File: config.mk
export PLATFORM = sky130hd
export DESIGN_NAME = mwss_wheel
export DESIGN_NICKNAME = d
export VERILOG_FILES = /design/src/mwss_pkg.sv /design/src/mwss_smul.sv /design/src/mwss_cdiv.sv /design/src/mwss_wheel.sv
export SDC_FILE = /design/constraint.sdc
export NUM_CORES = 1
export LEC_CHECK = 0
export BUFFER_PORTS_ARGS = -buffer_cell sky130_fd_sc_hd__buf_2
export CAP_MARGIN = 30
export CORE_MARGIN = 2
export CORE_UTILIZATION = 27
export CTS_BUF_LIST = sky130_fd_sc_hd__clkbuf_8
export CTS_CLUSTER_DIAMETER = 80
export DETAILED_ROUTE_END_ITERATION = 7
export PLACE_DENSITY_LB_ADDON = 0.08
export SYNTH_ARGS = -nofsm -noshare
export SYNTH_HDL_FRONTEND = slang
export SYNTH_SLANG_ARGS = --single-unit
File: constraint.sdc
create_clock -name i_clk -period 6 [get_ports i_clk]
set_input_delay 1.2 -clock i_clk [delete_from_list [all_inputs] [get_ports i_clk]]
set_output_delay 1.2 -clock i_clk [all_outputs]
set_load 0.05 [all_outputs]
File: src/mwss_pkg.sv
// shared constants, types and the quarter-wave sine table of the wheel speed solver
package mwss_pkg;

    localparam int SINE_DEPTH = 256;
    localparam int IDX_W      = $clog2(SINE_DEPTH + 1);

    // configuration register indexes
    localparam logic [2:0] CFG_STEP_X = 3'd0;
    localparam logic [2:0] CFG_STEP_Y = 3'd1;
    localparam logic [2:0] CFG_WBASE  = 3'd2;
    localparam logic [2:0] CFG_WTRACK = 3'd3;
    localparam logic [2:0] CFG_OFS_X  = 3'd4;
    localparam logic [2:0] CFG_OFS_Y  = 3'd5;
    localparam logic [2:0] CFG_SCALE  = 3'd6;

    // serial multiplier: signed a times b, one bit of b per cycle
    localparam int MUL_A_W   = 30;
    localparam int MUL_B_W   = 24;
    localparam int MUL_P_W   = MUL_A_W + MUL_B_W;
    localparam int MUL_CNT_W = $clog2(MUL_B_W);

    // serial divider: one quotient bit per cycle
    localparam int DIV_N_W   = 43;
    localparam int DIV_Q_W   = 16;
    localparam int DIV_D_W   = 27;
    localparam int DIV_CNT_W = $clog2(DIV_Q_W);

    localparam logic [DIV_D_W-1:0] ANGLE_DIV = 27'd9000;
    localparam logic [DIV_D_W-1:0] RPM_DIV   = 27'd131072000;

    localparam logic signed [MUL_P_W:0] RPM_ROUND = 55'sd65536000;
    localparam logic signed [MUL_P_W:0] RPM_SAT   = 55'sd4294967296000;

    localparam longint unsigned PI_Q30 = 64'd3373259426;

    typedef logic [14:0] t_sine_tab [SINE_DEPTH+1];

    typedef struct packed {
        logic signed [27:0] term;
        logic               negate;
        logic signed [14:0] lever;
    } t_lane_cmd;

    // sin over 0..90 degrees, taylor series in Q2.30 rounded to unsigned Q0.15
    function automatic t_sine_tab f_sine_tab();
        t_sine_tab       tab;
        longint unsigned x;
        longint unsigned term;
        longint          sum;
        longint          q;
        for (int i = 0; i <= SINE_DEPTH; i++) begin
            x    = (PI_Q30 * 64'(i)) / 64'(2 * SINE_DEPTH);
            term = x;
            sum  = longint'(x);
            for (int k = 1; k <= 7; k++) begin
                term = (term * x) >> 30;
                term = (term * x) >> 30;
                term = term / 64'((2 * k) * (2 * k + 1));
                if ((k & 1) == 1) begin
                    sum = sum - longint'(term);
                end else begin
                    sum = sum + longint'(term);
                end
            end
            q = (sum + 64'sd16384) >>> 15;
            if (q > 32767) q = 32767;
            if (q < 0) q = 0;
            tab[i] = 15'(q);
        end
        return tab;
    endfunction

    localparam t_sine_tab SINE_TAB = f_sine_tab();

endpackage

File: src/mwss_smul.sv
// bit-serial shift-add multiplier, signed a by signed or unsigned b
module mwss_smul (
    input  logic                                 i_clk,
    input  logic                                 i_rst_n,
    input  logic                                 i_start,
    input  logic signed [mwss_pkg::MUL_A_W-1:0] i_a,
    input  logic        [mwss_pkg::MUL_B_W-1:0] i_b,
    input  logic                                 i_b_signed,
    output logic                                 o_done,
    output logic signed [mwss_pkg::MUL_P_W-1:0] o_p
);

    localparam int PW = mwss_pkg::MUL_P_W;
    localparam int BW = mwss_pkg::MUL_B_W;
    localparam int CW = mwss_pkg::MUL_CNT_W;

    logic                 r_busy;
    logic                 r_done;
    logic [CW-1:0]        r_cnt;
    logic signed [PW-1:0] r_a;
    logic [BW-1:0]        r_b;
    logic                 r_sgn;
    logic signed [PW-1:0] r_acc;

    always_ff @(posedge i_clk) begin
        if (!i_rst_n) begin
            r_busy <= 1'b0;
            r_done <= 1'b0;
        end else begin
            r_done <= 1'b0;
            if (i_start) begin
                r_busy <= 1'b1;
                r_cnt  <= '0;
                r_a    <= PW'(i_a);
                r_b    <= i_b;
                r_sgn  <= i_b_signed;
                r_acc  <= '0;
            end else if (r_busy) begin
                // top bit of a signed b carries negative weight
                if (r_b[0]) begin
                    if (r_sgn && (r_cnt == CW'(BW - 1))) begin
                        r_acc <= r_acc - r_a;
                    end else begin
                        r_acc <= r_acc + r_a;
                    end
                end
                r_a   <= r_a <<< 1;
                r_b   <= r_b >> 1;
                r_cnt <= r_cnt + 1'b1;
                if (r_cnt == CW'(BW - 1)) begin
                    r_busy <= 1'b0;
                    r_done <= 1'b1;
                end
            end
        end
    end

    assign o_done = r_done;
    assign o_p    = r_acc;

endmodule

File: src/mwss_cdiv.sv
// restoring divider, one quotient bit per cycle, quotient must fit its width
module mwss_cdiv (
    input  logic                          i_clk,
    input  logic                          i_rst_n,
    input  logic                          i_start,
    input  logic [mwss_pkg::DIV_N_W-1:0] i_n,
    input  logic [mwss_pkg::DIV_D_W-1:0] i_d,
    output logic                          o_done,
    output logic [mwss_pkg::DIV_Q_W-1:0] o_q
);

    localparam int NW = mwss_pkg::DIV_N_W;
    localparam int QW = mwss_pkg::DIV_Q_W;
    localparam int CW = mwss_pkg::DIV_CNT_W;

    logic          r_busy;
    logic          r_done;
    logic [CW-1:0] r_cnt;
    logic [NW-1:0] r_rem;
    logic [NW-1:0] r_dsh;
    logic [QW-1:0] r_q;
    logic          w_ge;

    assign w_ge = (r_rem >= r_dsh);

    always_ff @(posedge i_clk) begin
        if (!i_rst_n) begin
            r_busy <= 1'b0;
            r_done <= 1'b0;
        end else begin
            r_done <= 1'b0;
            if (i_start) begin
                r_busy <= 1'b1;
                r_cnt  <= CW'(QW - 1);
                r_rem  <= i_n;
                r_dsh  <= NW'(i_d) << (QW - 1);
                r_q    <= '0;
            end else if (r_busy) begin
                if (w_ge) begin
                    r_rem <= r_rem - r_dsh;
                end
                r_q   <= {r_q[QW-2:0], w_ge};
                r_dsh <= r_dsh >> 1;
                r_cnt <= r_cnt - 1'b1;
                if (r_cnt == '0) begin
                    r_busy <= 1'b0;
                    r_done <= 1'b1;
                end
            end
        end
    end

    assign o_done = r_done;
    assign o_q    = r_q;

endmodule

File: src/mwss_wheel.sv
// one wheel lane: spin lever product, rpm scaling, rounding divide and saturation
module mwss_wheel (
    input  logic                        i_clk,
    input  logic                        i_rst_n,
    input  logic                        i_start,
    input  mwss_pkg::t_lane_cmd         i_cmd,
    input  logic signed [13:0]          i_spin,
    input  logic [23:0]                 i_scale,
    output logic                        o_done,
    output logic [15:0]                 o_rpm
);

    localparam int AW = mwss_pkg::MUL_A_W;
    localparam int BW = mwss_pkg::MUL_B_W;
    localparam int PW = mwss_pkg::MUL_P_W;
    localparam int NW = mwss_pkg::DIV_N_W;
    localparam int QW = mwss_pkg::DIV_Q_W;

    typedef enum logic [1:0] {
        ST_IDLE,
        ST_MUL1,
        ST_MUL2,
        ST_DIV
    } t_state;

    t_state               r_state;
    logic                 r_hi;
    logic                 r_lo;
    logic                 r_done;
    logic [15:0]          r_rpm;

    logic                 w_mul_start;
    logic signed [AW-1:0] w_mul_a;
    logic [BW-1:0]        w_mul_b;
    logic                 w_mul_sgn;
    logic                 w_mul_done;
    logic signed [PW-1:0] w_mul_p;
    logic signed [AW-1:0] w_term;
    logic signed [AW-1:0] w_lp;
    logic signed [AW-1:0] w_s;
    logic signed [PW:0]   w_n;
    logic                 w_hi;
    logic                 w_lo;
    logic signed [PW:0]   w_u;
    logic                 w_div_start;
    logic [NW-1:0]        w_div_n;
    logic                 w_div_done;
    logic [QW-1:0]        w_div_q;

    assign w_term = AW'(i_cmd.term);
    assign w_lp   = AW'(w_mul_p);
    assign w_s    = i_cmd.negate ? -(w_term + w_lp) : (w_term - w_lp);

    // shift into [0, 65536*d) so the divider only sees positive values
    assign w_n     = (PW + 1)'(w_mul_p) + mwss_pkg::RPM_ROUND;
    assign w_hi    = (w_n >= mwss_pkg::RPM_SAT);
    assign w_lo    = (w_n < -mwss_pkg::RPM_SAT);
    assign w_u     = w_n + mwss_pkg::RPM_SAT;
    assign w_div_n = (w_hi || w_lo) ? '0 : NW'(w_u);

    always_comb begin
        w_mul_start = 1'b0;
        w_mul_a     = AW'(i_spin);
        w_mul_b     = BW'(i_cmd.lever);
        w_mul_sgn   = 1'b1;
        if (i_start) begin
            w_mul_start = 1'b1;
        end else if (r_state == ST_MUL1 && w_mul_done) begin
            w_mul_start = 1'b1;
            w_mul_a     = w_s;
            w_mul_b     = i_scale;
            w_mul_sgn   = 1'b0;
        end
    end

    assign w_div_start = (r_state == ST_MUL2) && w_mul_done;

    mwss_smul u_mul (
        .i_clk      (i_clk),
        .i_rst_n    (i_rst_n),
        .i_start    (w_mul_start),
        .i_a        (w_mul_a),
        .i_b        (w_mul_b),
        .i_b_signed (w_mul_sgn),
        .o_done     (w_mul_done),
        .o_p        (w_mul_p)
    );

    mwss_cdiv u_div (
        .i_clk   (i_clk),
        .i_rst_n (i_rst_n),
        .i_start (w_div_start),
        .i_n     (w_div_n),
        .i_d     (mwss_pkg::RPM_DIV),
        .o_done  (w_div_done),
        .o_q     (w_div_q)
    );

    always_ff @(posedge i_clk) begin
        if (!i_rst_n) begin
            r_state <= ST_IDLE;
            r_done  <= 1'b0;
        end else begin
            r_done <= 1'b0;
            case (r_state)
                ST_IDLE: begin
                    if (i_start) r_state <= ST_MUL1;
                end
                ST_MUL1: begin
                    if (w_mul_done) r_state <= ST_MUL2;
                end
                ST_MUL2: begin
                    if (w_mul_done) begin
                        r_hi    <= w_hi;
                        r_lo    <= w_lo;
                        r_state <= ST_DIV;
                    end
                end
                ST_DIV: begin
                    if (w_div_done) begin
                        if (r_hi) begin
                            r_rpm <= 16'h7fff;
                        end else if (r_lo) begin
                            r_rpm <= 16'h8000;
                        end else begin
                            r_rpm <= w_div_q ^ 16'h8000;
                        end
                        r_done  <= 1'b1;
                        r_state <= ST_IDLE;
                    end
                end
                default: r_state <= ST_IDLE;
            endcase
        end
    end

    assign o_done = r_done;
    assign o_rpm  = r_rpm;

endmodule

---- Word level (Yosys, flattened, before mapping) ----
Index checks and enable logic that the tools add are counted.
storage, ports and cells
  register bits ........................... 268
  output and inout port bits .............. 17
  word-level logic and storage cells ...... 102
  bits of input ports ..................... 85
cells by class
  bitwise gates (word level) .............. 4
  $add $sub $neg .......................... 10
  reduce and logical (&&, ||, !) cells .... 21
  equal/unequal tests ..................... 8
  multiplexer cells ....................... 38
  order comparisons ....................... 3
operator list
  cell                                                                     count
  54-bit 2-to-1 mux                                                        5
  43-bit 2-to-1 mux                                                        4
  24-bit 2-to-1 mux                                                        4
  30-bit 2-to-1 mux                                                        3
  54-bit by 27-bit adder with 55-bit output, second input constant         1
  55-bit by 43-bit >= comparator with 1-bit output, second input constant  1
  55-bit by 43-bit < comparator with 1-bit output, second input constant   1
  54-bit adder                                                             1
  54-bit subtractor                                                        1
  43-bit adder, second input constant                                      1
  43-bit by 42-bit >= comparator with 1-bit output                         1
  43-bit by 42-bit subtractor with 43-bit output                           1
  42-bit 2-to-1 mux                                                        1
  16-bit 2-to-1 mux                                                        2
  28-bit by 30-bit adder with 30-bit output                                1
  30-bit negator                                                           1
  28-bit by 30-bit subtractor with 30-bit output                           1
  1-bit 2-to-1 mux                                                         12
  3-bit AND reduction                                                      4
  2-bit 2-to-1 mux                                                         4
  2-bit one-hot mux with 4 select lines                                    1
  2-bit AND reduction                                                      4
  2-bit nonzero test                                                       4
  2-bit by 1-bit != test with 1-bit output, second input constant          3
  other kinds (15)                                                         22

---- Longest topological paths before layout ----
  depth after elaboration ................. 6
  gate-level depth with buffers ........... 23
  gate-level depth less buffers ........... 22

---- Hierarchy ----
A second synthesis with hierarchy kept.
unflattened totals
  cell total of the unflattened synthesis .. 2653
  area, all modules ....................... 23257.3 um^2
by module, submodules not included
  module      area each (um^2)  instances  cells each  sequential area each (um^2)
  mwss_smul   9661.8            1          960         4184.0
  mwss_wheel  6874.1            1          995         600.6
  mwss_cdiv   6721.4            1          698         3193.1

---- Least setup slack after synthesis ----
No wires, ideal clock.
  path type ............................... reg-to-reg
  start point ............................. register u_div.r_rem[8]
  end point ............................... register u_div.r_rem[0], enable pin
  stages on the path, launching flop included .. 13
  buffers on the path ..................... 0
  data required time ...................... 5.531 ns
  clock period less this slack ............ 5.289 ns
  library setup time ...................... 0.469 ns
  data arrival time ....................... 4.820 ns
  slack ................................... 0.711 ns
  cells stage by stage .................... edfxtp_1 -> ha_1 -> nand4_1 -> nor3_1 -> o31a_1 -> o2111ai_1 -> a21o_1 -> a41oi_1 -> a31o_2 -> a21o_1 -> a211o_1 -> nand4_1 -> a31oi_1
on the way
  cells in the longest elaborated chain, start to end .. 3
ends and longest elaborated chain
  what                                              RTL line         text
  start, declared                                   mwss_cdiv.sv:19  logic [NW-1:0] r_rem;
  start signal, assigned                            mwss_cdiv.sv:35  r_rem <= i_n;
  start signal, assigned                            mwss_cdiv.sv:40  r_rem <= r_rem - r_dsh;
  43-bit by 42-bit >= comparator with 1-bit output  mwss_cdiv.sv:24  assign w_ge = (r_rem >= r_dsh);
  2-bit nonzero test (no line)                      --
  3-bit AND reduction (no line)                     --
No other way between the ends.
A chain may end at the register's enable or synchronous reset.

---- Worst setup path in the final report ----
  start point ............................. register u_mul.r_a[7]
  end point ............................... register u_mul.r_acc[49] (netlist: u_mul.o_p[49]) (data pin)
on the way
  cells in the longest elaborated chain, start to end .. 4
  elaborated cells on any way between the ends .. 5
  classes of those cells .................. add/sub: 2; mux: 3
ends and longest elaborated chain
  what                                               RTL line                          text
  start, declared                                    mwss_smul.sv:20                   logic signed [PW-1:0] r_a;
  start signal, assigned                             mwss_smul.sv:34                   r_a <= PW'(i_a);
  start signal, assigned                             mwss_smul.sv:47                   r_a <= r_a <<< 1;
  54-bit adder or 54-bit subtractor (tied branches)  mwss_smul.sv:44, mwss_smul.sv:42
  54-bit 2-to-1 mux (*)                              mwss_smul.sv:41                   if (r_sgn && (r_cnt == CW'(BW - 1))) begin
  54-bit 2-to-1 mux (*)                              mwss_smul.sv:40                   if (r_b[0]) begin
  54-bit 2-to-1 mux (*)                              mwss_smul.sv:38                   end else if (r_busy) begin
  end signal, assigned                               mwss_smul.sv:42                   r_acc <= r_acc - r_a;
  end signal, assigned                               mwss_smul.sv:44                   r_acc <= r_acc + r_a;
  end, declared                                      mwss_smul.sv:23                   logic signed [PW-1:0] r_acc;
Every way passes the cells marked *; elsewhere a longest branch is shown, timed or not. The select of a mux whose other input is x is not followed.

==> impl_metrics.env <==
export IMPL_netlist_area_leader_share=0.3629
export IMPL_tightest_slew_ps=842.7
export IMPL_start_kind="flop"
export IMPL_fin_crit_ps=5447
export IMPL_nNetsFinal=2764
export IMPL_timing_rr_end="u_mul.o_p[49]"
export IMPL_worst_r2r_path_depth=19
export IMPL_path_class="reg -> reg"
export IMPL_fin_skew_ps=74.44
export IMPL_gr_total_overflow=0
export IMPL_cts_sinks=268
export IMPL_cts_buffers_inserted=58
export IMPL_fillCellCount=8472
export IMPL_synth_area_leader_cell="edfxtp_1"
export IMPL_status="complete, no violations"
export IMPL_drv_slew=0
export IMPL_detailed_place_hpwl_mm=50.06
export IMPL_critPathTopFamily="simple AND/OR/NAND/NOR gates"
export IMPL_finalHoldViolCount=0
export IMPL_wl_per_cell_um=18.13
export IMPL_synth_ff_type="edfxtp_1"
export IMPL_finalWirelength_mm=64.94
export IMPL_synthTopCellsByArea="edfxtp_1 (36%), ha_1 (11%), xnor2_1 (4.9%), a21oi_1 (4.4%), xor2_1 (3.9%)"
export IMPL_regToRegStartpoint="u_mul.r_a[7]"
export IMPL_die_x_um=286.8
export IMPL_ant_nets=0
export IMPL_postCtsSetupRepairBufs=0
export IMPL_via_per_inst=4.900
export IMPL_fin_setup_tns_ps=0
export IMPL_synth_area_um2=21590
export IMPL_synth_edf_count=261
export IMPL_ff2ff_setup_slack_ps=550
export IMPL_vdd_ir_drop_max_v=0.0001712
export IMPL_cts_buffer_depth=3
export IMPL_gp_congestion=0.8412
export IMPL_slowest_delay_ps=580
export IMPL_yosysSeqAreaShare=0.3694
export IMPL_hold_worst_slack_ps=506.3
export IMPL_port_buffers=101
export IMPL_start_util=0.2729
export IMPL_critPathCaptureType="flop"
export IMPL_worst_path_most_repeated_cell="nor2_1"
export IMPL_grt_pass1_vias=17680
export IMPL_worstHoldEndpoint="u_mul.o_done"
export IMPL_ys_ff_latch=268
export IMPL_cap_violations=0
export IMPL_cts_root_buf="clkbuf_8"
export IMPL_dp_slack_ps=491.2
export IMPL_worst_path_buf_inv=0
export IMPL_drc=0
export IMPL_clk_pin_slew_worst_paths_ps=60
export IMPL_io_pin_count=102
export IMPL_dieHeight_um=286.8
export IMPL_syn_nets=2675
export IMPL_relSlewSlack=0.4382
export IMPL_fp_dieArea_um2=82260
export IMPL_fmax_mhz=183.6
export IMPL_crit_path_max_fanout=9
export IMPL_via_count=17550
export IMPL_arrival_ps=5860
export IMPL_crit_slowest_cell="or4_1"
export IMPL_grt_pass1_wl_mm=101.1
export IMPL_required_ps=6420
export IMPL_hold_depth=1
export IMPL_p_leak_nw=9.984
export IMPL_hp_start="u_mul.r_busy"
export IMPL_drive_above_1_share=0.09569
export IMPL_drtIter0Drc=878
export IMPL_syn_avg_cell_area_um2=9.020
export IMPL_rows=103
export IMPL_grt_max_degree=68
export IMPL_cts_hold_buf=0
export IMPL_cts_htree_levels=2
export IMPL_grt_setup_unrepaired="no"
export IMPL_grt_usage=0.1558
export IMPL_areaGrowthSynthToFinish_pct=12.74
export IMPL_hp_class="reg -> reg"
export IMPL_synth_distinct_cells=87
export IMPL_clk_latency_ps=700
export IMPL_power_density_nw_per_um2=230.5
export IMPL_worst_slack_ps=552.6
export IMPL_ys_warn_count=0
export IMPL_fin_crit_sh=0.9079
export IMPL_ctsResizeCount=0
export IMPL_cts_tree="built"
export IMPL_core_area_um2=79130
export IMPL_synth_cells=2394
export IMPL_crit_chain="or4_1, nor4_1, nand2b_1, nor2_1, nand2_1, nor3_1, a21oi_1, xnor2_1, ha_1, nand3_1, nor2_1, nand2_1, o221ai_1, o21ba_2, o31a_1, o311ai_0, a21oi_1, xor2_1, nor2_1"
export IMPL_yosys_cell_count_top_type="edfxtp_1"
export IMPL_first_pass_iters=7
export IMPL_power_total_w=0.005612
export IMPL_synthArstFlopShare=0
export IMPL_antenna_found_initial=2
export IMPL_synth_top_cells_by_count="edfxtp_1 (261), nand2_1 (223), nor2_1 (220), ha_1 (192), a21oi_1 (190)"
export IMPL_setup_viol=0
## report_power, final
part / switching (W) / internal [W]
Sequential: 0.000102 / 0.00215
Clock: 0.000920 / 0.00108
Combinational: 0.000810 / 0.000546
Total: 0.00183 / 0.00378
## registers in the layout (all words and copies together), names as in the netlist, 2 cells and up
signal and flops:
o_rpm 16, r_state 2, u_div.o_q 16, u_div.r_cnt 4, u_div.r_dsh 42, u_div.r_rem 43, u_mul.o_p 54, u_mul.r_a 54
u_mul.r_b 24, u_mul.r_cnt 5
## worst max-delay path by stage
stage	start	endpoint	slack (ps)	depth (start not counted)
2_1_floorplan	u_div.r_rem[8]	u_div.r_rem[0]	710	12
3_3_place_gp	u_mul.r_a[7]	u_mul.o_p[34]	580	19
3_5_place_dp	u_mul.r_a[7]	u_mul.o_p[49]	490	19
4_1_cts	u_mul.r_a[7]	u_mul.o_p[49]	510	19
5_1_grt	u_mul.r_a[7]	u_mul.o_p[51]	20	19
6_report	u_mul.r_a[7]	u_mul.o_p[49]	550	19
## layer usage
| metal | part of all wire | global-route usage | wire, µm |
|---|---|---|---|
| met5 | 0.00020 | 0 | 13 |
| met4 | 0.021 | 0.04180 | 1363 |
| met3 | 0.037 | 0.02413 | 2407 |
| met2 | 0.43 | 0.2454 | 28230 |
| met1 | 0.51 | 0.2212 | 32920 |
## stage by stage
step / cells / utilization / area [µm²]
3_5_place_dp: 3473 / 0.2933 / 23210
2_1_floorplan: 2394 / - / 21590
6_report: 3581 / 0.3077 / 24350
5_1_grt: 3580 / 0.3076 / 24340
4_1_cts: 3579 / 0.3076 / 24340
3_3_place_gp: 3473 / 0.2933 / 23210
## layout by cell type (no fill, tap or decap), types with 10 or more instances in the layout
master / instances
nor3_1: 49
clkinv_1: 18
nor4_1: 28
inv_1: 186
o21ai_0: 140
a211oi_1: 32
o22ai_1: 28
xnor2_1: 122
and2_1: 31
mux2i_1: 20
nor2_1: 219
a21oi_1: 190
xor2_1: 97
buf_2: 101
nand4_1: 31
a31oi_1: 30
or3_1: 19
nand2b_1: 24
nor2b_1: 25
o21a_1: 14
nand2_1: 222
a21o_1: 77
and3_1: 14
o41ai_1: 10
o211ai_1: 11
edfxtp_1: 261
buf_4: 21
o31ai_1: 23
clkbuf_8: 58
ha_1: 192
o21bai_1: 28
o22ai_2: 10
nand3_1: 36
## cells by family after synthesis
| kind of cell | count (synthesis) | share of synthesized area |
|---|---|---|
| xor+xnor | 220 | 0.08958 |
| flops | 268 | 0.3694 |
| buf+inv | 267 | 0.04832 |
| compound gates | 669 | 0.1998 |
| fa+ha+maj | 196 | 0.1150 |
| simple gates | 752 | 0.1676 |
| mux | 22 | 0.01031 |
## final cells by class
type | count | area [µm²] | share of cell area
Antenna cell | 2 | 5.005 | 0.0002056
Clock buffer | 58 | 798.3 | 0.03279
Clock inverter | 48 | 336.6 | 0.01382
Inverter | 174 | 654.4 | 0.02688
Multi-Input combinational cell | 1859 | 12600 | 0.5174
Sequential cell | 268 | 7978 | 0.3277
Tap cell | 1050 | 1314 | 0.05396
Timing Repair Buffer | 122 | 663.1 | 0.02724
## worst register-to-register path, stage by stage, from the launching register on
cell and delay, ps:
edfxtp_1 480, or4_1 580, nor4_1 300, nand2b_1 120, nor2_1 240, nand2_1 220
nor3_1 490, a21oi_1 170, xnor2_1 170, ha_1 440, nand3_1 140, nor2_1 190
nand2_1 80, o221ai_1 160, o21ba_2 210, o31a_1 320, o311ai_0 540, a21oi_1 170
xor2_1 150, nor2_1 50
No activity file was read; power rests on OpenSTA's default activity.
