### src/mwss_pkg.sv
// shared constants, types and the quarter-wave sine table of the wheel speed solver
package mwss_pkg;

    localparam int SINE_DEPTH = 256;
    localparam int IDX_W      = $clog2(SINE_DEPTH + 1);

    // configuration register indexes
    localparam logic [2:0] CFG_STEP_X = 3'd0;
    localparam logic [2:0] CFG_STEP_Y = 3'd1;
    localparam logic [2:0] CFG_WBASE  = 3'd2;
    localparam logic [2:0] CFG_WTRACK = 3'd3;
    localparam logic [2:0] CFG_OFS_X  = 3'd4;
    localparam logic [2:0] CFG_OFS_Y  = 3'd5;
    localparam logic [2:0] CFG_SCALE  = 3'd6;

    // serial multiplier: signed a times b, one bit of b per cycle
    localparam int MUL_A_W   = 30;
    localparam int MUL_B_W   = 24;
    localparam int MUL_P_W   = MUL_A_W + MUL_B_W;
    localparam int MUL_CNT_W = $clog2(MUL_B_W);

    // serial divider: one quotient bit per cycle
    localparam int DIV_N_W   = 43;
    localparam int DIV_Q_W   = 16;
    localparam int DIV_D_W   = 27;
    localparam int DIV_CNT_W = $clog2(DIV_Q_W);

    localparam logic [DIV_D_W-1:0] ANGLE_DIV = 27'd9000;
    localparam logic [DIV_D_W-1:0] RPM_DIV   = 27'd131072000;

    localparam logic signed [MUL_P_W:0] RPM_ROUND = 55'sd65536000;
    localparam logic signed [MUL_P_W:0] RPM_SAT   = 55'sd4294967296000;

    localparam longint unsigned PI_Q30 = 64'd3373259426;

    typedef logic [14:0] t_sine_tab [SINE_DEPTH+1];

    typedef struct packed {
        logic signed [27:0] term;
        logic               negate;
        logic signed [14:0] lever;
    } t_lane_cmd;

    // sin over 0..90 degrees, taylor series in Q2.30 rounded to unsigned Q0.15
    function automatic t_sine_tab f_sine_tab();
        t_sine_tab       tab;
        longint unsigned x;
        longint unsigned term;
        longint          sum;
        longint          q;
        for (int i = 0; i <= SINE_DEPTH; i++) begin
            x    = (PI_Q30 * 64'(i)) / 64'(2 * SINE_DEPTH);
            term = x;
            sum  = longint'(x);
            for (int k = 1; k <= 7; k++) begin
                term = (term * x) >> 30;
                term = (term * x) >> 30;
                term = term / 64'((2 * k) * (2 * k + 1));
                if ((k & 1) == 1) begin
                    sum = sum - longint'(term);
                end else begin
                    sum = sum + longint'(term);
                end
            end
            q = (sum + 64'sd16384) >>> 15;
            if (q > 32767) q = 32767;
            if (q < 0) q = 0;
            tab[i] = 15'(q);
        end
        return tab;
    endfunction

    localparam t_sine_tab SINE_TAB = f_sine_tab();

endpackage

### src/mwss_smul.sv
// bit-serial shift-add multiplier, signed a by signed or unsigned b
module mwss_smul (
    input  logic                                 i_clk,
    input  logic                                 i_rst_n,
    input  logic                                 i_start,
    input  logic signed [mwss_pkg::MUL_A_W-1:0] i_a,
    input  logic        [mwss_pkg::MUL_B_W-1:0] i_b,
    input  logic                                 i_b_signed,
    output logic                                 o_done,
    output logic signed [mwss_pkg::MUL_P_W-1:0] o_p
);

    localparam int PW = mwss_pkg::MUL_P_W;
    localparam int BW = mwss_pkg::MUL_B_W;
    localparam int CW = mwss_pkg::MUL_CNT_W;

    logic                 r_busy;
    logic                 r_done;
    logic [CW-1:0]        r_cnt;
    logic signed [PW-1:0] r_a;
    logic [BW-1:0]        r_b;
    logic                 r_sgn;
    logic signed [PW-1:0] r_acc;

    always_ff @(posedge i_clk) begin
        if (!i_rst_n) begin
            r_busy <= 1'b0;
            r_done <= 1'b0;
        end else begin
            r_done <= 1'b0;
            if (i_start) begin
                r_busy <= 1'b1;
                r_cnt  <= '0;
                r_a    <= PW'(i_a);
                r_b    <= i_b;
                r_sgn  <= i_b_signed;
                r_acc  <= '0;
            end else if (r_busy) begin
                // top bit of a signed b carries negative weight
                if (r_b[0]) begin
                    if (r_sgn && (r_cnt == CW'(BW - 1))) begin
                        r_acc <= r_acc - r_a;
                    end else begin
                        r_acc <= r_acc + r_a;
                    end
                end
                r_a   <= r_a <<< 1;
                r_b   <= r_b >> 1;
                r_cnt <= r_cnt + 1'b1;
                if (r_cnt == CW'(BW - 1)) begin
                    r_busy <= 1'b0;
                    r_done <= 1'b1;
                end
            end
        end
    end

    assign o_done = r_done;
    assign o_p    = r_acc;

endmodule

### config.mk
export PLATFORM = sky130hd
export DESIGN_NAME = mwss_smul
export DESIGN_NICKNAME = d
export VERILOG_FILES = /design/src/mwss_pkg.sv /design/src/mwss_smul.sv
export SDC_FILE = /design/constraint.sdc
export NUM_CORES = 1
export LEC_CHECK = 0
export CELL_PAD_IN_SITES_DETAIL_PLACEMENT = 2
export CELL_PAD_IN_SITES_GLOBAL_PLACEMENT = 2
export CORE_ASPECT_RATIO = 0.5
export CORE_UTILIZATION = 40
export CTS_BUF_LIST = sky130_fd_sc_hd__clkbuf_8
export DETAILED_ROUTE_END_ITERATION = 6
export DONT_BUFFER_PORTS = 1
export HOLD_SLACK_MARGIN = 0.12
export PLACE_DENSITY_LB_ADDON = 0.1
export SYNTH_ARGS = -nofsm -noshare
export SYNTH_HDL_FRONTEND = slang
export SYNTH_SLANG_ARGS = --single-unit
### constraint.sdc
create_clock -name i_clk -period 6 [get_ports i_clk]
set_clock_uncertainty 0.1 [all_clocks]
set_input_delay 0.9 -clock i_clk [delete_from_list [all_inputs] [get_ports i_clk]]
set_output_delay 0.9 -clock i_clk [all_outputs]
set_load 0.01 [all_outputs]
; After elaboration in Yosys (flattened, before gate mapping)
; Cells that the tools add are included.
[op_classes]
n_bitwise = 2
eq_ne = 1
add_sub_neg = 3
reduce_logical = 7
muxes = 12
[op_table]
columns = cell, n
row1 = 54-bit two-way mux, 5
row2 = 54-bit adder, 1
row3 = 54-bit subtractor, 1
row4 = 24-bit two-way mux, 2
row5 = "5-bit by 1-bit adder with 5-bit output, second input constant", 1
row6 = "5-bit equality test, second input constant", 1
row7 = 5-bit two-way mux, 1
row8 = 1-bit two-way mux, 4
row9 = 2-bit AND reduction, 2
row10 = 2-bit nonzero test, 2
row11 = 3-bit AND reduction, 1
row12 = 3-bit OR reduction, 1
row13 = 1-bit inverter, 2
row14 = 1-bit logical AND, 1
[word_totals]
in_bits = 58
word_cells = 32
reg_bits = 140

; Longest topological paths before layout
; Gate-level depths: netlist of run 1.
[depth]
word_depth = 5
mapped_depth = 22
depth_no_buf = 21

; Worst setup path after synthesis of run 1
; Ideal clock, no wire load.
[synth_path]
path_kind = register to register
from = register r_a[3]
to = register r_acc[53], in the netlist o_p[53], data pin
t_arrival_ns = 4.582
t_required_ns = 5.756
n_path_buf = 0
setup_time_ns = 0.144
setup_slack_ns = 1.174
stages_incl_launch_ff = 19
cell_sequence = edfxtp_1 -> or3_4 -> or3_4 -> nor4_4 -> nand4_2 -> or4_4 -> nor4_4 -> nor2_1 -> xnor2_1 -> ha_1 -> and3_1 -> nand2_1 -> nor4_1 -> a21bo_2 -> a21o_1 -> a31oi_2 -> a211oi_1 -> or4_1 -> o21ai_1
[synth_between]
elab_chain_len = 4
word_cells_on_any_way = 5
[synth_rtl]
columns = item, line_no
row1 = "start, declared", mwss_smul.sv:20  ; logic signed [PW-1:0] r_a;
row2 = "start signal, assigned", mwss_smul.sv:34  ; r_a <= PW'(i_a);
row3 = "start signal, assigned", mwss_smul.sv:47  ; r_a <= r_a <<< 1;
row4 = 54-bit adder / 54-bit subtractor (equally long branches), "mwss_smul.sv:44, mwss_smul.sv:42"
row5 = 54-bit two-way mux (*), mwss_smul.sv:41  ; if (r_sgn && (r_cnt == CW'(BW - 1))) begin
row6 = 54-bit two-way mux (*), mwss_smul.sv:40  ; if (r_b[0]) begin
row7 = 54-bit two-way mux (*), mwss_smul.sv:38  ; end else if (r_busy) begin
row8 = "end signal, assigned", mwss_smul.sv:42  ; r_acc <= r_acc - r_a;
row9 = "end signal, assigned", mwss_smul.sv:44  ; r_acc <= r_acc + r_a;
row10 = "end, declared", mwss_smul.sv:23  ; logic signed [PW-1:0] r_acc;
; Mark *: on every way between the ends. The rest lies on a longest branch, timed or not. The select of a mux whose other input is x is not followed.
; A chain may end at the register's enable or synchronous reset.

; Final worst setup path of run 1
[layout_path]
from = register r_a[1]
to = register r_acc[53], in the netlist o_p[53], data pin
; Same word-level chain as after synthesis.

==> results of run 1 <==
-- per-layer routing --
layer | routed length [µm] | part of all wire [%]
met5 | 27 | 0.096
met4 | 262 | 0.93
met3 | 982 | 3.5
met2 | 14000 | 49
met1 | 13000 | 46
-- flip-flops by register name (all words and copies together) (netlist names) --
signal,flops
r_b,24
r_busy,1
o_p,54
r_a,54
r_sgn,1
r_cnt,5
o_done,1
-- final timing paths --
path                            startpoint       to
worst max-delay path                r_a[1]  o_p[53]
worst min register to register      r_busy   o_done
worst max register to register      r_a[1]  o_p[53]
worst min-delay path            i_b_signed    r_sgn
-- timing repair --
item	in CTS	in global routing
setup buffers	0	0
gates resized for setup	0	1
endpoints found under the setup margin	0	1
-- power by group --
part | leakage (nW) | switching (W) | internal [W]
Sequential | 1.35 | 0.0000849 | 0.00119
Clock | 0.219 | 0.000428 | 0.000453
Combinational | 2.33 | 0.000439 | 0.000293
Total | 3.89 | 0.000953 | 0.00193
-- cell type report --
type,count,area (µm²),share of cell area (%)
timing repair buffer,7,52.6,0.516
clock inverter,15,200,1.96
multi-input combinational,705,4960,48.7
clock buffer,17,234,2.30
sequential,140,4180,41.0
tap,307,384,3.77
antenna,4,10.0,0.0982
inverter,45,169,1.66
-- metrics by stage --
stage / cell area (µm²) / std cells
2_1_floorplan: 9420 / 923
3_3_place_gp: 9740 / 1204
3_5_place_dp: 9740 / 1204
4_1_cts: 10200 / 1236
5_1_grt: 10200 / 1236
6_report: 10200 / 1240
-- placed cells by master, fill, tap and decap left out, drive strengths merged, types with 8 or more instances in the layout --
| cell | netlist | layout |
|---|---|---|
| xnor2 | 69 | 69 |
| nor3 | 14 | 14 |
| nand4 | 13 | 13 |
| nand3 | 12 | 12 |
| a31oi | 17 | 17 |
| o21ai | 66 | 66 |
| o21bai | 9 | 9 |
| nor4 | 9 | 9 |
| clkbuf | 22 | 17 |
| nor2 | 96 | 96 |
| edfxtp | 138 | 138 |
| a211oi | 10 | 10 |
| and3 | 10 | 10 |
| and2 | 8 | 8 |
| xor2 | 36 | 36 |
| a21oi | 72 | 72 |
| ha | 55 | 55 |
| nor2b | 8 | 8 |
| o31ai | 9 | 9 |
| inv | 45 | 48 |
| nand2 | 59 | 59 |
| mux2 | 47 | 47 |
| a21o | 31 | 31 |
-- cells by family (layout without fill, tap and decap cells) --
| kind of cell | count (synthesis) | after routing | synth area share, % |
|---|---|---|---|
| AOI/OAI and AO/OA | 250 | 250 | 16.5 |
| xor gates and xnor gates | 105 | 105 | 9.76 |
| adders and majority gates | 56 | 56 | 7.52 |
| buffers and inverters | 78 | 84 | 3.16 |
| DFF | 140 | 140 | 44.4 |
| muxes | 48 | 48 | 5.73 |
| other | 0 | 4 | 0 |
| and+or+nand+nor | 246 | 246 | 12.9 |
-- synthesized netlist by cell type (all sizes together), types with 4 or more instances --
master	count
a211oi	10
a21boi	6
a21o	31
a21oi	72
a31oi	17
a41oi	4
and2	8
and3	10
buf	11
clkbuf	22
edfxtp	138
ha	55
inv	45
mux2	47
nand2	59
nand2b	7
nand3	12
nand4	13
nor2	96
nor2b	8
nor3	14
nor4	9
o21a	4
o21ai	66
o21bai	9
o31ai	9
or4	4
xnor2	69
xor2	36
-- worst reg2reg max path, cell delays in order, from the launching register on --
cell      delay (ns)
edfxtp_1        0.47
inv_1           0.11
ha_1            0.17
nand2b_1        0.10
or3_4           0.41
nor4_4          0.29
nand4_2         0.21
or4_4           0.50
nor4_4          0.37
nor2_1          0.11
xnor2_1         0.15
ha_1            0.40
and3_1          0.22
nand2_1         0.11
nor4_1          0.19
a21bo_2         0.28
a21o_1          0.22
a31oi_4         0.29
a211oi_1        0.15
or4_1           0.51
o21ai_1         0.08
==> impl_metrics.csv, run 1 <==
group,metric,value,unit
outcome,status,"finished, final reports clean",
yosys,netlist_area,9420,µm²
cells_and_area,syn_to_final_growth,8.24,%
timing,setup_viol,0,
setup_path,required,6.25,ns
yosys,synth_top_area_cell,"edfxtp_1",
timing,fin_ws,0.445,ns
timing,worst_slew_pin_slew,0.833,ns
yosys,synth_seq_cells,140,
floorplan,dieArea,24200,µm²
pwr,p_per_area,283,nW/µm²
routing,vias,7136,
yosys,async_flop_share,0,%
setup_path,cp.depth,20,
floorplan,std_cell_rows,39,
routing,dr.first_iter.drc_count,305,
cts,cts.sinks,140,
timing,setup_tns,0,ns
setup_path,max_stage_delay,0.51,ns
cts,clk_pin_slew,0.09,ns
timing,fmax,180,MHz
yosys,yosys-top-cells-area,"edfxtp_1, ha_1, xnor2_1",
floorplan,start_util,41.1,%
yosys,synth_edf_count,138,
timing,finalCritPeriodShare,92.6,%
grt,met1_usage,31.2,%
setup_path,cp-start-kind,"flop",
yosys,syn-num-nets,1037,
placed_design,port_buffers,0,
routing,dr.pass1.iters,5,
timing,rsz0062_at_grt,"false",
pwr,vdd_drop_max,0.125,mV
cells_and_area,drive_above_1_share,11.1,%
grt,antenna_found_initial,5,
min_path,hold_class,"input port to flop",
grt,grt_use_total,24.1,%
setup_path,critPathKind,"flop to flop",
cts,htreeDepth,4,
run,cap_violations,0,
routing,drc,0,
placed_design,gp_congestion,0.813,
cells_and_area,fillerInstances,2402,
placed_design,post-place-ws,0.341,ns
setup_path,r2r_slack,0.45,ns
grt,grt_pass1_wl,44500,µm
cts,cts_tree,"yes",
grt,grt_use_met2,40.7,%
cts,clockBufferDepth,2,
cts,cts-hold-fix-buffers,0,
floorplan,ios,113,
setup_path,end_kind,"flop",
timing,maxSlewHeadroom,44.1,%
cells_and_area,num-nets-final,1030,
cts,clk-insertion-delay-late,0.50,ns
grt,grt_pass1_vias,7711,
yosys,yosys_most_used_dff,"edfxtp_1",
yosys,synth_cells,923,
yosys,synth_area_per_cell,10.2,µm²
floorplan,die_w,219,µm
setup_path,critPathSlowestCell,"or4_1",
pwr,p_total,0.00289,W
placed_design,hpwl,20500,µm
grt,grt_busiest_layer,"met2",
yosys,yosysSeqAreaShare,44.4,%
cts,cts_root_buf,"clkbuf_8",
yosys,yosysWarnings,0,
cells_and_area,fin_util,44.4,%
floorplan,die_h,111,µm
setup_path,path_buf_inv,1,
grt,grt_max_degree,148,
setup_path,rr_worst_depth,20,
min_path,whs_path_depth,0,
setup_path,arrival,5.80,ns
timing,final.min_clock_period,5.55,ns
grt,use_met3,5.21,%
timing,hold_violations,0,
yosys,ys_types,59,
setup_path,critPathTopFamily,"simple AND/OR/NAND/NOR gates",
yosys,synth_top_area_share,44.0,%
timing,holdWs,0.403,ns
cts,numCtsBuffers,17,
floorplan,core_area,22900,µm²
setup_path,worstPathMaxFanout,7,
routing,wl_per_cell,22.8,µm
timing,final_max_slew_viol_count,0,
pwr,p_leak,3.89,nW
routing,final_antenna_net_count,0,
setup_path,worstPathCellList,"inv_1 -> ha_1 -> nand2b_1 -> or3_4 -> nor4_4 -> nand4_2 -> or4_4 -> nor4_4 -> nor2_1 -> xnor2_1 -> ha_1 -> and3_1 -> nand2_1 -> nor4_1 -> a21bo_2 -> a21o_1 -> a31oi_4 -> a211oi_1 -> or4_1 -> o21ai_1",
routing,finalWirelength,28300,µm
routing,vias_per_cell,5.75,
grt,grt_overflow,0,
No activity file was read; power rests on OpenSTA's default activity.
==> inputs of run 2 (changes only) <==
--- a/config.mk
+++ b/config.mk
@@ -8,7 +8,7 @@
 export CELL_PAD_IN_SITES_DETAIL_PLACEMENT = 2
 export CELL_PAD_IN_SITES_GLOBAL_PLACEMENT = 2
 export CORE_ASPECT_RATIO = 0.5
-export CORE_UTILIZATION = 40
+export CORE_UTILIZATION = 35
 export CTS_BUF_LIST = sky130_fd_sc_hd__clkbuf_8
 export DETAILED_ROUTE_END_ITERATION = 6
 export DONT_BUFFER_PORTS = 1
==> run 2 against run 1 <==
Net effect:
- utilization down 5.5 points
- combinational power down 1%
- the run now ends with design-rule violations left
- sequential share of layout area down 0.40 points
- non-clock buffer count up 2
==> impl_metrics.csv, run 2 (synthesis results as in run 1) <==
group,metric,value,unit
routing,vias_per_cell,5.49,
floorplan,std_cell_rows,42,
routing,wl_per_cell,21.6,µm
floorplan,core_area,26400,µm²
timing,hold_violations,0,
cells_and_area,layout_commonest_cell,"edfxtp_1",
pwr,p_per_area,284,nW/µm²
cells_and_area,drive_above_1_share,11.3,%
min_path,hold_class,"input port to flop",
timing,final.min_clock_period,5.48,ns
timing,setup_tns,0,ns
routing,dr.pass1.iters,7,
timing,finalCritPeriodShare,91.3,%
cells_and_area,fin_util,38.9,%
setup_path,end_kind,"flop",
routing,dr.first_iter.drc_count,363,
grt,grt_use_total,20.8,%
timing,rsz0062_at_grt,"false",
cts,cts_root_buf,"clkbuf_8",
timing,worst_slew_pin_slew,0.935,ns
setup_path,startpoint,"r_a[3]",
placed_design,hpwl,21000,µm
cts,clk_pin_slew,0.09,ns
run,cap_violations,0,
timing,holdWs,0.429,ns
setup_path,required,6.22,ns
cts,numCtsBuffers,17,
grt,antenna_found_initial,8,
setup_path,cp-start-kind,"flop",
placed_design,port_buffers,0,
timing,maxSlewHeadroom,37.6,%
setup_path,critPathKind,"flop to flop",
cts,cts_resized,0,
outcome,violations,"design-rule violations",
timing,fmax,183,MHz
setup_path,worstPathCellList,"or3_4 -> or3_4 -> nor4_4 -> nand4_2 -> or4_4 -> nor4_4 -> nor2_1 -> xnor2_1 -> ha_1 -> and3_1 -> nand2_1 -> nor4_1 -> a21bo_2 -> a21o_1 -> a31oi_2 -> a211oi_1 -> or4_1 -> o21ai_1",
routing,vias,7076,
floorplan,start_util,35.6,%
setup_path,worstPathMaxFanout,7,
floorplan,dieArea,27600,µm²
setup_path,arrival,5.70,ns
grt,grt_pass1_wl,43700,µm
cts,clockBufferDepth,2,
pwr,p_total,0.00293,W
setup_path,path_buf_inv,0,
setup_path,r2r-start,"r_a[3]",
timing,final_max_slew_viol_count,0,
routing,final_antenna_net_count,0,
placed_design,place_area,9810,µm²
setup_path,critPathTopFamily,"simple AND/OR/NAND/NOR gates",
outcome,status,"finished with violations",
cts,post_cts_buffers,0,
cts,clk-insertion-delay-late,0.47,ns
cts,cts.sinks,140,
cts,htreeDepth,4,
floorplan,ios,113,
cts,cts_tree,"yes",
placed_design,gp_congestion,0.813,
grt,grt_pass1_vias,7650,
cells_and_area,design_area,10300,µm²
cts,cts-hold-fix-buffers,0,
grt,grt_max_degree,148,
cells_and_area,syn_to_final_growth,9.30,%
routing,drc,6,
min_path,worstHoldStart,"i_b_signed",
grt,grt_overflow,0,
cells_and_area,num-nets-final,1032,
setup_path,max_stage_delay,0.51,ns
pwr,p_leak,3.92,nW
timing,setup_viol,0,
floorplan,die_w,234,µm
pwr,vdd_drop_max,0.110,mV
floorplan,die_h,118,µm
cells_and_area,layout_common_cells,"edfxtp_1, nor2_1, a21oi_1",
routing,finalWirelength,27900,µm
setup_path,critPathSlowestCell,"or4_4",
[run 2: cell count changes in the layout (fill, tap and decap cells not counted), sizes merged]
cell | before | now
clkinv | 6 | 1
clkbuf | 17 | 20
diode | 4 | 5
buf | 7 | 9
bufinv | 4 | 5
clkinvlp | 2 | 3
[run 2: power breakdown]
| part | internal (W) | leakage, nW | switching (W) |
|---|---|---|---|
| Combinational | 0.000293 | 2.34 | 0.000431 |
| Clock | 0.000526 | 0.234 | 0.000403 |
| Sequential | 0.00119 | 1.35 | 0.0000847 |
| Total | 0.00201 | 3.92 | 0.000919 |
[run 2: routing by layer]
layer / wire [µm] / GRT usage, %
met1: 13200 / 27.7
met5: 30 / 0
met2: 13200 / 33.0
met4: 434 / 6.41
met3: 981 / 5.06
[run 2: area by class of cell]
type,instances,area (µm²)
fillers,2850,16100
multi-input cells,705,4950
flip-flops and latches,140,4180
well taps,352,440
clock buffers,20,275
clock inverters,12,194
inverters,45,169
repair buffers,9,67.6
diodes,5,12.5
[run 2: final timing paths]
check,end,slack [ns],cells after the start
max,o_p[53],0.52,18
min,r_sgn,0.43,0
max reg2reg,o_p[53],0.52,18
min reg2reg,r_b[14],0.46,1
[run 2: through the flow]
step	setup WS, ns	instances
after floorplan	1.17	923
after global placement	0.695	1251
after detailed placement	0.527	1251
after CTS	0.512	1283
after global routing	0.168	1287
final	0.522	1288
==> inputs of run 3 (changes only) <==
--- a/config.mk
+++ b/config.mk
@@ -8,7 +8,7 @@
 export CELL_PAD_IN_SITES_DETAIL_PLACEMENT = 2
 export CELL_PAD_IN_SITES_GLOBAL_PLACEMENT = 2
 export CORE_ASPECT_RATIO = 0.5
-export CORE_UTILIZATION = 35
+export CORE_UTILIZATION = 43
 export CTS_BUF_LIST = sky130_fd_sc_hd__clkbuf_8
 export DETAILED_ROUTE_END_ITERATION = 6
 export DONT_BUFFER_PORTS = 1
==> constraint.sdc (replaced) <==
create_clock -name i_clk -period 5.8 [get_ports i_clk]
set_clock_uncertainty 0.1 [all_clocks]
set_input_delay 0.87 -clock i_clk [delete_from_list [all_inputs] [get_ports i_clk]]
set_output_delay 0.87 -clock i_clk [all_outputs]
set_load 0.01 [all_outputs]
==> run 3 against run 2 <==
Net effect:
- the flow now finishes without violations
- worst hold slack got worse by 0.055 ns
- clock power shrank 7.8%
- final area down 1.3%
- largest cell class unchanged
==> impl_metrics.csv, run 3 (synthesis results as in run 1) <==
group,metric,value,unit
setup_path,startpoint,"r_a[3]",
cells_and_area,drive_above_1_share,11.6,%
setup_path,critPathKind,"flop to flop",
routing,drc,0,
cells_and_area,syn_to_final_growth,7.87,%
placed_design,gp_congestion,0.841,
min_path,whs_path_depth,0,
pwr,vdd_drop_max,0.137,mV
floorplan,start_util,44.8,%
cts,cts-hold-fix-buffers,0,
cells_and_area,fillerInstances,2227,
cts,post_cts_buffers,0,
setup_path,arrival,5.55,ns
floorplan,ios,113,
timing,setup_viol,0,
grt,antenna_found_initial,5,
timing,final.min_clock_period,5.40,ns
cts,cts_root_buf,"clkbuf_8",
placed_design,place_area,9740,µm²
routing,dr.first_iter.drc_count,417,
cells_and_area,fin_util,48.3,%
placed_design,port_buffers,0,
floorplan,core_area,21000,µm²
routing,finalWirelength,28600,µm
floorplan,die_w,211,µm
cts,clk_pin_slew,0.09,ns
cts,clk-insertion-delay-late,0.49,ns
setup_path,end_kind,"flop",
cells_and_area,num-nets-final,1033,
setup_path,required,5.95,ns
cts,clockBufferDepth,2,
routing,dr.pass1.iters,5,
setup_path,rr_worst_depth,20,
timing,finalCritPeriodShare,93.1,%
min_path,min_to,"r_sgn",
timing,fmax,185,MHz
cells_and_area,layout_common_cells,"edfxtp_1, nor2_1, a21oi_1",
timing,final_max_slew_viol_count,0,
cells_and_area,design_area,10200,µm²
floorplan,die_h,107,µm
run,cap_violations,0,
timing,maxSlewHeadroom,19.2,%
grt,grt_overflow,0,
cts,htreeDepth,4,
grt,grt_pass1_wl,44700,µm
setup_path,rr_endpoint,"o_p[53]",
timing,setup_tns,0,ns
cts,numCtsBuffers,17,
routing,vias,7216,
pwr,p_per_area,290,nW/µm²
timing,hold_violations,0,
setup_path,cp-start-kind,"flop",
cts,cts.sinks,140,
min_path,worstHoldStart,"i_b_signed",
timing,rsz0062_at_grt,"false",
grt,grt_max_degree,148,
pwr,p_leak,3.88,nW
floorplan,dieArea,22500,µm²
cts,cts_resized,0,
grt,grt_pass1_vias,7855,
routing,wl_per_cell,23.3,µm
cts,cts_tree,"yes",
pwr,p_total,0.00295,W
routing,final_antenna_net_count,0,
placed_design,hpwl,20900,µm
cells_and_area,multi_input_area,4960,µm²
grt,grt_use_total,26.2,%
floorplan,std_cell_rows,37,
cells_and_area,layout_commonest_cell,"edfxtp_1",
setup_path,r2r-start,"r_a[3]",
timing,holdWs,0.374,ns
min_path,hold_class,"input port to flop",
cells_and_area,ff_latch_area,4180,µm²
timing,worst_slew_pin_slew,1.21,ns
routing,vias_per_cell,5.88,
setup_path,worstPathMaxFanout,7,
setup_path,r2r_slack,0.40,ns
outcome,status,"finished, final reports clean",
run 3: changes by cell type in the layout (fill, tap and decap cells not counted), sizes merged:
cell	previous run	this run
clkinv	1	2
clkbuf	20	17
inv	48	51
clkinvlp	3	5
bufinv	5	2
diode	5	4
buf	9	10
run 3: area by class of cell:
type                    count  share of cell area [%]
multi-input cells         705                    48.8
flip-flops and latches    140                    41.2
well taps                 292                    3.60
clock buffers              17                    2.30
inverters                  45                    1.66
clock inverters            15                    1.63
repair buffers             10                   0.739
diodes                      4                  0.0985
run 3: how the worst max path moves through the flow:
stage / endpoint / slack (ns) / depth (start not counted)
after floorplan: o_p[53] / 0.97 / 18
after global placement: o_p[53] / 0.64 / 20
after detailed placement: o_p[53] / 0.26 / 17
after CTS: o_p[53] / 0.25 / 17
after global routing: o_p[53] / 0.01 / 17
final: o_p[53] / 0.40 / 20
run 3: layer usage:
layer / wire length (µm) / global-route usage, % / vias up / part of all wire, %
met2: 14100 / 44.3 / 126 / 49
met1: 12700 / 33.1 / 3656 / 44
met3: 1210 / 5.95 / 44 / 4.2
met4: 576 / 8.90 / 2 / 2.0
met5: 11 / 0 / - / 0.039
li1: - / - / 3388 / -
run 3: stage by stage:
step,worst slack (ns),std cells
after global placement,0.639,1192
after global routing,0.0108,1226
after detailed placement,0.260,1192
final,0.399,1228
after floorplan,0.974,923
after CTS,0.248,1224
run 3: worst max-delay path: stages, from the launching register on:
cell and delay (ns):
edfxtp_1 0.47, or3_4 0.41, or3_4 0.36, nor4_4 0.23, nand4_2 0.18, or4_4 0.49, nor4_4 0.17, buf_4 0.20
a21oi_1 0.08, xnor2_1 0.15, ha_1 0.37, a21oi_1 0.23, o21bai_1 0.12, a21o_1 0.19, a21oi_1 0.17, nor2_1 0.07
a211oi_1 0.33, a31oi_2 0.25, a211oi_1 0.34, or4_1 0.18, o21ai_1 0.06
run 3: where the power goes:
group / switching, W / total [W] / internal (W)
combinational: 0.000464 / 0.000769 / 0.000305
clock: 0.000468 / 0.000857 / 0.000389
sequential: 0.0000906 / 0.00132 / 0.00123
total: 0.00102 / 0.00295 / 0.00192
